File: src/rtl/core/lir_pkg.sv
// ----------------------------------------------------------------------------
// lir_pkg
// Types, constants and helpers shared by the linear interpolation resampler.
// ----------------------------------------------------------------------------
`timescale 1ns / 1ps

package lir_pkg;

	// Stream widths.
	localparam int SAMPLE_W = 16;
	localparam int RATE_W   = 18;
	localparam int FRAC_W   = 14;
	localparam int CNT_W    = 3;

	// Rates in hertz.
	localparam logic [RATE_W-1:0] OUT_RATE   = 18'd16000;
	localparam logic [RATE_W-1:0] TWO_SPANS  = 18'd32000;
	localparam logic [RATE_W-1:0] RATE_MIN   = 18'd8000;
	localparam logic [RATE_W-1:0] RATE_MAX   = 18'd192000;
	localparam logic [RATE_W-1:0] RATE_RESET = 18'd44100;

	// At most this many results come from one item.
	localparam int MAX_RESULTS = 4;

	// Command queue between the front and the back.
	localparam int QDEPTH = 4;
	localparam int QPTR_W = 2;

	// Division by 16000: shift right by 7, then multiply by ceil(2^29 / 125).
	localparam int NUM_W       = 32;
	localparam int DIV_SHIFT   = 7;
	localparam int X_W         = 22;
	localparam int M_W         = 23;
	localparam int PROD_W      = X_W + M_W;
	localparam int RECIP_SHIFT = 29;
	localparam logic [M_W-1:0] RECIP_M = 23'd4294968;

	// One interpolation job: lower and upper neighbor, phase and flags.
	typedef struct packed {
		logic [SAMPLE_W-1:0] a;
		logic [SAMPLE_W-1:0] b;
		logic [FRAC_W-1:0]   phase;
		logic                last_of_run;
		logic                end_of_stream;
	} cmd_t;

	// Limit the configured rate to the supported range.
	function automatic logic [RATE_W-1:0] clamp_rate(input logic [RATE_W-1:0] r);
		logic [RATE_W-1:0] res;
		res = r;
		if (r < RATE_MIN) begin
			res = RATE_MIN;
		end else if (r > RATE_MAX) begin
			res = RATE_MAX;
		end
		return res;
	endfunction

endpackage

File: src/rtl/core/linear_interp_resampler_16k.sv
// ----------------------------------------------------------------------------
// linear_interp_resampler_16k
// The phase sequencer holds each accepted item and issues its jobs to the job
// queue, which feeds stages s1, s2, s3 and the output register. No new item is
// taken until the sequencer is through with the current one; a stream's last
// item also runs a tail. The datapath gives one result per cycle unless the
// output stalls. Reset clears the stream state and sets the rate to 44100.
// ----------------------------------------------------------------------------
`timescale 1ns / 1ps

module linear_interp_resampler_16k (
	input  logic                          clk,
	input  logic                          arst_n,
	input  logic                          cfg_valid,
	output logic                          cfg_ready,
	input  logic [lir_pkg::RATE_W-1:0]    source_rate,
	input  logic                          in_valid,
	output logic                          in_ready,
	input  logic [lir_pkg::SAMPLE_W-1:0]  sample,
	input  logic                          last_input,
	output logic                          out_valid,
	input  logic                          out_ready,
	output logic [lir_pkg::SAMPLE_W-1:0]  out_sample,
	output logic                          last_of_run,
	output logic                          end_of_stream
);
	import lir_pkg::*;

	logic [RATE_W-1:0] source_rate_q;
	logic [RATE_W-1:0] rate_eff;
	logic              push_valid;
	logic              push_ready;
	cmd_t              push_cmd;
	logic              pop_valid;
	logic              pop_ready;
	cmd_t              pop_cmd;

	// Rate register; writes are always taken.
	assign cfg_ready = 1'b1;

	always_ff @(posedge clk or negedge arst_n) begin
		if (!arst_n) begin
			source_rate_q <= RATE_RESET;
		end else if (cfg_valid) begin
			source_rate_q <= source_rate;
		end
	end

	assign rate_eff = clamp_rate(source_rate_q);

	// Phase sequencer.
	lir_front u_front (
		.clk        (clk),
		.arst_n     (arst_n),
		.rate       (rate_eff),
		.in_valid   (in_valid),
		.in_ready   (in_ready),
		.sample     (sample),
		.last_input (last_input),
		.push_valid (push_valid),
		.push_ready (push_ready),
		.push_cmd   (push_cmd)
	);

	// Job queue.
	lir_queue u_queue (
		.clk        (clk),
		.arst_n     (arst_n),
		.push_valid (push_valid),
		.push_ready (push_ready),
		.push_cmd   (push_cmd),
		.pop_valid  (pop_valid),
		.pop_ready  (pop_ready),
		.pop_cmd    (pop_cmd)
	);

	// Interpolation datapath.
	lir_back u_back (
		.clk           (clk),
		.arst_n        (arst_n),
		.pop_valid     (pop_valid),
		.pop_ready     (pop_ready),
		.pop_cmd       (pop_cmd),
		.out_valid     (out_valid),
		.out_ready     (out_ready),
		.out_sample    (out_sample),
		.last_of_run   (last_of_run),
		.end_of_stream (end_of_stream)
	);

endmodule

File: src/rtl/core/lir_front.sv
// ----------------------------------------------------------------------------
// lir_front
// Accepts source samples, steps the output phase and issues one
// interpolation job per output sample into the command queue.
// ----------------------------------------------------------------------------
`timescale 1ns / 1ps

module lir_front (
	input  logic                          clk,
	input  logic                          arst_n,
	input  logic [lir_pkg::RATE_W-1:0]    rate,
	input  logic                          in_valid,
	output logic                          in_ready,
	input  logic [lir_pkg::SAMPLE_W-1:0]  sample,
	input  logic                          last_input,
	output logic                          push_valid,
	input  logic                          push_ready,
	output lir_pkg::cmd_t                 push_cmd
);
	import lir_pkg::*;

	localparam logic [1:0] ST_IDLE  = 2'd0;
	localparam logic [1:0] ST_SPAN  = 2'd1;
	localparam logic [1:0] ST_TAIL  = 2'd2;

	logic [1:0]          state_q;
	logic [SAMPLE_W-1:0] prev_q;
	logic [SAMPLE_W-1:0] cur_q;
	logic                have_q;
	logic                last_q;
	logic [RATE_W-1:0]   phase_q;
	logic [RATE_W-1:0]   rate_q;
	logic [CNT_W-1:0]    cnt_q;

	logic                emit_ok;
	logic                room;
	logic                more;
	logic [RATE_W-1:0]   phase_nx;

	// Emission test and lookahead for the run flags.
	assign emit_ok  = (phase_q < OUT_RATE) && (cnt_q < CNT_W'(MAX_RESULTS));
	assign room     = cnt_q < CNT_W'(MAX_RESULTS - 1);
	assign phase_nx = phase_q + rate_q;

	always_comb begin
		if (state_q == ST_SPAN) begin
			more = room && ((phase_nx < OUT_RATE) || (last_q && (phase_nx < TWO_SPANS)));
		end else begin
			more = room && (phase_nx < OUT_RATE);
		end
	end

	// Job issued to the queue.
	assign in_ready               = (state_q == ST_IDLE);
	assign push_valid             = (state_q != ST_IDLE) && emit_ok;
	assign push_cmd.a             = (state_q == ST_SPAN) ? prev_q : cur_q;
	assign push_cmd.b             = cur_q;
	assign push_cmd.phase         = phase_q[FRAC_W-1:0];
	assign push_cmd.last_of_run   = !more;
	assign push_cmd.end_of_stream = last_q && !more;

	// Sequencer over the span to the new sample and the tail after the last one.
	always_ff @(posedge clk or negedge arst_n) begin
		if (!arst_n) begin
			state_q <= ST_IDLE;
			prev_q  <= '0;
			have_q  <= 1'b0;
			phase_q <= '0;
			cnt_q   <= '0;
		end else begin
			case (state_q)
				ST_IDLE: begin
					if (in_valid) begin
						cnt_q <= '0;
						if (have_q) begin
							state_q <= ST_SPAN;
						end else begin
							phase_q <= '0;
							prev_q  <= sample;
							have_q  <= 1'b1;
							state_q <= last_input ? ST_TAIL : ST_IDLE;
						end
					end
				end
				ST_SPAN: begin
					if (emit_ok) begin
						if (push_ready) begin
							phase_q <= phase_nx;
							cnt_q   <= cnt_q + CNT_W'(1);
						end
					end else begin
						phase_q <= (phase_q >= OUT_RATE) ? (phase_q - OUT_RATE) : '0;
						prev_q  <= cur_q;
						have_q  <= 1'b1;
						state_q <= last_q ? ST_TAIL : ST_IDLE;
					end
				end
				ST_TAIL: begin
					if (emit_ok) begin
						if (push_ready) begin
							phase_q <= phase_nx;
							cnt_q   <= cnt_q + CNT_W'(1);
						end
					end else begin
						phase_q <= '0;
						prev_q  <= '0;
						have_q  <= 1'b0;
						state_q <= ST_IDLE;
					end
				end
				default: begin
					state_q <= ST_IDLE;
				end
			endcase
		end
	end

	// Item payload captured at acceptance.
	always_ff @(posedge clk) begin
		if (in_valid && in_ready) begin
			cur_q  <= sample;
			last_q <= last_input;
			rate_q <= rate;
		end
	end

endmodule

File: src/rtl/core/lir_queue.sv
// ----------------------------------------------------------------------------
// lir_queue
// Small command queue that decouples the phase sequencer from the
// interpolation datapath.
// ----------------------------------------------------------------------------
`timescale 1ns / 1ps

module lir_queue (
	input  logic          clk,
	input  logic          arst_n,
	input  logic          push_valid,
	output logic          push_ready,
	input  lir_pkg::cmd_t push_cmd,
	output logic          pop_valid,
	input  logic          pop_ready,
	output lir_pkg::cmd_t pop_cmd
);
	import lir_pkg::*;

	cmd_t              mem_q [QDEPTH];
	logic [QPTR_W-1:0] wr_ptr_q;
	logic [QPTR_W-1:0] rd_ptr_q;
	logic [QPTR_W:0]   count_q;
	logic              do_push;
	logic              do_pop;

	// Occupancy flags and head of the queue.
	assign push_ready = (count_q != (QPTR_W + 1)'(QDEPTH));
	assign pop_valid  = (count_q != '0);
	assign pop_cmd    = mem_q[rd_ptr_q];
	assign do_push    = push_valid && push_ready;
	assign do_pop     = pop_valid && pop_ready;

	// Pointers and fill count.
	always_ff @(posedge clk or negedge arst_n) begin
		if (!arst_n) begin
			wr_ptr_q <= '0;
			rd_ptr_q <= '0;
			count_q  <= '0;
		end else begin
			if (do_push) begin
				wr_ptr_q <= wr_ptr_q + QPTR_W'(1);
			end
			if (do_pop) begin
				rd_ptr_q <= rd_ptr_q + QPTR_W'(1);
			end
			case ({do_push, do_pop})
				2'b10:   count_q <= count_q + (QPTR_W + 1)'(1);
				2'b01:   count_q <= count_q - (QPTR_W + 1)'(1);
				default: count_q <= count_q;
			endcase
		end
	end

	// Storage write.
	always_ff @(posedge clk) begin
		if (do_push) begin
			mem_q[wr_ptr_q] <= push_cmd;
		end
	end

endmodule

File: src/rtl/core/lir_back.sv
// ----------------------------------------------------------------------------
// lir_back
// Interpolation datapath: weighted sum, magnitude and scale, reciprocal
// multiply for the division by 16000, sign restore and output register.
// ----------------------------------------------------------------------------
`timescale 1ns / 1ps

module lir_back (
	input  logic                          clk,
	input  logic                          arst_n,
	input  logic                          pop_valid,
	output logic                          pop_ready,
	input  lir_pkg::cmd_t                 pop_cmd,
	output logic                          out_valid,
	input  logic                          out_ready,
	output logic [lir_pkg::SAMPLE_W-1:0]  out_sample,
	output logic                          last_of_run,
	output logic                          end_of_stream
);
	import lir_pkg::*;

	logic                       advance;
	logic signed [SAMPLE_W:0]   diff;
	logic signed [NUM_W-1:0]    num;
	logic        [NUM_W-1:0]    mag;
	logic        [PROD_W-1:0]   qm;
	logic        [SAMPLE_W-1:0] quo;

	logic                       v_s1, v_s2, v_s3;
	logic signed [NUM_W-1:0]    num_s1;
	logic        [X_W-1:0]      x_s2;
	logic                       neg_s2, neg_s3;
	logic        [PROD_W-1:0]   qm_s3;
	logic        [1:0]          flags_s1, flags_s2, flags_s3;

	logic                       out_valid_q;
	logic        [SAMPLE_W-1:0] out_sample_q;
	logic        [1:0]          flags_q;

	// The whole pipe moves when the output register is free or being taken.
	assign advance   = !out_valid_q || out_ready;
	assign pop_ready = advance;

	// Stage 1 input: a*16000 + phase*(b-a).
	assign diff = (SAMPLE_W + 1)'($signed(pop_cmd.b)) - (SAMPLE_W + 1)'($signed(pop_cmd.a));
	assign num  = NUM_W'($signed(pop_cmd.a)) * NUM_W'($signed(OUT_RATE))
	            + NUM_W'($signed({1'b0, pop_cmd.phase})) * NUM_W'(diff);

	// Stage 2 input: magnitude scaled down by 128.
	assign mag = num_s1[NUM_W-1] ? NUM_W'(-num_s1) : NUM_W'(num_s1);

	// Stage 3 input: multiply by the reciprocal of 125.
	assign qm = PROD_W'(x_s2) * PROD_W'(RECIP_M);

	// Output: quotient truncated toward zero.
	assign quo = qm_s3[RECIP_SHIFT +: SAMPLE_W];

	// Valid bits.
	always_ff @(posedge clk or negedge arst_n) begin
		if (!arst_n) begin
			v_s1        <= 1'b0;
			v_s2        <= 1'b0;
			v_s3        <= 1'b0;
			out_valid_q <= 1'b0;
		end else if (advance) begin
			v_s1        <= pop_valid;
			v_s2        <= v_s1;
			v_s3        <= v_s2;
			out_valid_q <= v_s3;
		end
	end

	// Datapath registers.
	always_ff @(posedge clk) begin
		if (advance) begin
			num_s1       <= num;
			flags_s1     <= {pop_cmd.last_of_run, pop_cmd.end_of_stream};
			x_s2         <= mag[DIV_SHIFT +: X_W];
			neg_s2       <= num_s1[NUM_W-1];
			flags_s2     <= flags_s1;
			qm_s3        <= qm;
			neg_s3       <= neg_s2;
			flags_s3     <= flags_s2;
			out_sample_q <= neg_s3 ? (~quo + SAMPLE_W'(1)) : quo;
			flags_q      <= flags_s3;
		end
	end

	assign out_valid     = out_valid_q;
	assign out_sample    = out_sample_q;
	assign last_of_run   = flags_q[1];
	assign end_of_stream = flags_q[0];

endmodule

File: config.mk
export PLATFORM = sky130hd
export DESIGN_NAME = linear_interp_resampler_16k
export DESIGN_NICKNAME = d
export VERILOG_FILES = /design/src/rtl/core/lir_pkg.sv /design/src/rtl/core/linear_interp_resampler_16k.sv /design/src/rtl/core/lir_front.sv /design/src/rtl/core/lir_queue.sv /design/src/rtl/core/lir_back.sv
export SDC_FILE = /design/constraint.sdc
export NUM_CORES = 2
export LEC_CHECK = 0
export ABC_AREA = 1
export BUFFER_PORTS_ARGS = -buffer_cell sky130_fd_sc_hd__buf_2
export CAP_MARGIN = 15
export CORE_ASPECT_RATIO = 0.5
export CORE_UTILIZATION = 32
export CTS_CLUSTER_DIAMETER = 50
export DETAILED_ROUTE_END_ITERATION = 8
export PLACE_DENSITY_LB_ADDON = 0.12
export SKIP_LAST_GASP = 1
export SYNTH_ARGS = -nofsm -noshare
export SYNTH_HDL_FRONTEND = slang
export SYNTH_SLANG_ARGS = --single-unit
File: constraint.sdc
create_clock -name clk -period 14.22 [get_ports clk]
set_input_delay 1.422 -clock clk [delete_from_list [all_inputs] [get_ports clk]]
set_output_delay 1.422 -clock clk [all_outputs]
set_load 0.03 [all_outputs]
==> results.py <==
metrics = {
    "outcome": {
        "status": "complete, no violations",
    },
    "routing": {
        "drc": 0,
        "drt-initial-drc-count": 1278,
        "num_vias": 26076,
        "drt-total-wl_um": 98740,
        "ant_nets": 0,
        "via_per_inst": 4.637,
        "dr.pass1.iters": 5,
        "avgRoutedWirePerCell_um": 17.56,
    },
    "worst_setup_path": {
        "rr_startpoint": "u_queue.rd_ptr_q[0]$_DFFE_PN0P_",
        "required_ps": 14580,
        "worst_path_max_delay_cell": "buf_4",
        "startpoint_type": "flip-flop",
        "arrival_ps": 10250,
        "critPathCaptureType": "flip-flop",
        "slowest_delay_ps": 700,
        "crit_type": "flip-flop to flip-flop",
        "crit_start": "u_queue.rd_ptr_q[0]$_DFFE_PN0P_",
        "crit_fanout": 74,
        "critPathBufInv": 9,
        "crit_family": "adder cells",
        "reg2reg_slack_ps": 4330,
    },
    "clock_tree": {
        "cts_made_buffers": 44,
        "insertion_delay_ps": 620,
        "cts_resized": 0,
        "hold_buffers": 0,
        "cts_buffer_depth": 3,
        "cts_setup_buffers": 0,
        "tritoncts": "yes",
        "cts.sinks": 390,
        "htree_levels": 2,
        "cts.clk_slew.worst_paths_ps": 70,
        "cts_root_buf": "clkbuf_16",
    },
    "layout": {
        "multi_input_area_mm2": 0.02194,
        "layout-drive-gt1-share_pct": 5.741,
        "final_core_util_pct": 35.73,
        "diodes": 0,
        "syn_to_final_growth_pct": 9.721,
        "regArea_mm2": 0.01137,
        "nets": 4885,
        "fillers": 11742,
    },
    "synthesis": {
        "async_flop_share_pct": 17.69,
        "syn_avg_cell_area_um2": 9.210,
        "synth_nets": 4829,
        "synthesis.area_mm2": 0.03704,
        "seq_area_frac_synth_pct": 30.70,
        "netlist_instances": 4022,
        "ys.flop_type": "edfxtp_1",
        "yosysUniqueCellTypes": 55,
        "synth_edf_count": 321,
        "ys_warn_count": 0,
        "synth_seq_cells": 390,
    },
    "sta": {
        "final_hold_viol_count": 0,
        "tightest_slew_ps": 1005,
        "timing.final.crit_share_pct": 69.54,
        "finalMaxSlewViolations": 0,
        "hold_slack_ps": 417.9,
        "setup-tns-final_ps": 0,
        "fmax_ghz": 0.1011,
        "timing.slew.headroom_pct": 33.00,
        "rsz0062_at_grt": "no",
        "setup_viol": 0,
        "min_period_ps": 9888,
        "skew_ps": 42.79,
    },
    "grt": {
        "overflow": 0,
        "antenna_found_initial": 0,
        "grt_first_pass_wirelength_um": 156900,
        "first_global_vias": 27898,
        "grt_start_max_net_pins": 77,
        "track_usage_pct": 17.13,
    },
    "floorplan": {
        "dieArea_mm2": 0.1172,
        "num_io_pins": 61,
        "core_area_mm2": 0.1138,
        "die_h_um": 242.6,
        "initial_core_util_pct": 32.56,
        "core.rowCount": 87,
        "die_w_um": 483.2,
    },
    "hold_path": {
        "hold_class": "flip-flop to flip-flop",
        "min_from": "u_back.flags_s3[1]$_DFFE_PN_",
    },
    "placed_design": {
        "place_congestion": 0.8888,
        "port_buffers": 59,
        "dp_hpwl_um": 79320,
    },
    "job": {
        "cap_violations": 0,
    },
}
-- cells in the mapped netlist, types with 2 or more instances --
| cell | count | area [µm²] |
|---|---|---|
| nand2_1 | 666 | 2500 |
| nor2_4 | 3 | 33.78 |
| edfxtp_1 | 321 | 9639 |
| inv_2 | 9 | 33.78 |
| a211oi_1 | 2 | 15.01 |
| o21ai_1 | 7 | 35.03 |
| a31oi_1 | 25 | 156.4 |
| fa_1 | 405 | 8108 |
| nand2_2 | 3 | 18.77 |
| a21o_1 | 16 | 120.1 |
| nor4_1 | 8 | 50.05 |
| and2_1 | 4 | 25.02 |
| nand3_1 | 149 | 745.7 |
| or2_2 | 27 | 168.9 |
| nor3_1 | 26 | 130.1 |
| dfstp_2 | 6 | 157.7 |
| a21boi_0 | 4 | 30.03 |
| xor2_2 | 2 | 32.53 |
| o211ai_1 | 7 | 52.55 |
| buf_1 | 8 | 30.03 |
| dfrtp_1 | 63 | 1577 |
| o21a_1 | 4 | 30.03 |
| a21oi_1 | 153 | 765.7 |
| xor2_1 | 82 | 718.2 |
| xnor2_1 | 44 | 385.4 |
| clkbuf_1 | 38 | 142.6 |
| buf_2 | 22 | 110.1 |
| ha_1 | 362 | 4529 |
| o22ai_1 | 19 | 118.9 |
| nor2_1 | 332 | 1246 |
| o21bai_1 | 15 | 112.6 |
| o2111ai_1 | 2 | 17.52 |
| mux2_4 | 10 | 150.1 |
| nand4_1 | 24 | 150.1 |
| a32oi_1 | 17 | 148.9 |
| o31ai_1 | 5 | 37.54 |
| inv_1 | 911 | 3420 |
| o21ai_0 | 187 | 935.9 |
| nand3b_1 | 6 | 45.04 |
| a32oi_2 | 5 | 81.33 |
| mux2_2 | 9 | 101.4 |
-- final timing paths --
check,endpoint,cells after the start
worst max-delay path,u_back.num_s1[24]$_DFFE_PN_,36
worst min-delay path,u_back.flags_q[1]$_DFFE_PN_,0
worst max register to register,u_back.num_s1[24]$_DFFE_PN_,36
worst min register to register,u_back.flags_q[1]$_DFFE_PN_,0
max in group asynchronous,u_queue.rd_ptr_q[0]$_DFFE_PN0P_,2
min in group asynchronous,source_rate_q[8]$_DFFE_PN0P_,1
-- cell usage in the layout (no fill, tap or decap), types with 7 or more instances in the layout --
master,count
o211ai_1,7
inv_2,9
a21o_1,16
nand3_1,149
buf_2,58
nor4_1,8
o21ai_1,7
clkbuf_16,44
xnor2_1,44
nand2_1,666
mux2_2,9
nand4_1,24
mux2_4,10
a32oi_1,17
nor3_1,26
o21ai_0,187
nor2_1,328
buf_4,22
ha_1,362
inv_1,910
a21oi_1,153
o21bai_1,15
xor2_1,82
fa_1,405
edfxtp_1,321
or2_2,27
clkbuf_1,7
nor2_4,7
o22ai_1,19
a31oi_1,25
dfrtp_1,62
-- cell families after synthesis --
logic type               count (synthesis)  share of synthesized area (%)
flip-flops                             390                          30.70
adder cells (fa/ha/maj)                767                          34.11
other                                    1                        0.01012
multiplexers                            20                         0.7059
XOR/XNOR                               128                          3.067
AND/OR/NAND/NOR                       1252                          13.93
buffers and inverters                  990                          10.14
AO/OA/AOI/OAI                          474                          7.336
-- flip-flops by register name, summed over array words and instances (netlist names), 18 cells and up --
| register | count |
|---|---|
| source_rate_q | 18 |
| u_back.num_s1 | 30 |
| u_back.x_s2 | 22 |
| u_front.phase_q | 18 |
| u_front.rate_q | 18 |
| u_queue.mem_q | 192 |
-- stage by stage --
stage	setup slack [ps]	instance area, µm²	cells
2_1_floorplan	5694	37040	4022
3_3_place_gp	4300	39120	5545
3_5_place_dp	4309	39120	5545
5_1_grt	3590	40640	5624
4_1_cts	4307	40640	5624
6_report	4332	40640	5624
-- final cells by class --
class                           count  share of cell area [%]
Multi-Input combinational cell   2642                   53.99
Sequential cell                   390                   27.99
Inverter                          920                   8.503
Tap cell                         1513                   4.658
Clock buffer                       55                   2.909
Timing Repair Buffer               80                   1.121
Clock inverter                     24                  0.8312
-- routing by layer --
| layer | GRT usage [%] | vias up | routed length (µm) |
|---|---|---|---|
| li1 | - | 12842 | - |
| met1 | 22.78 | 12736 | 46600 |
| met2 | 29.63 | 375 | 46980 |
| met3 | 2.088 | 123 | 2989 |
| met4 | 4.010 | 0 | 2178 |
| met5 | 0 | - | 0 |
Power is not shown: default switching activity piles up to over one toggle a cycle in this logic, so the estimate is an artifact.
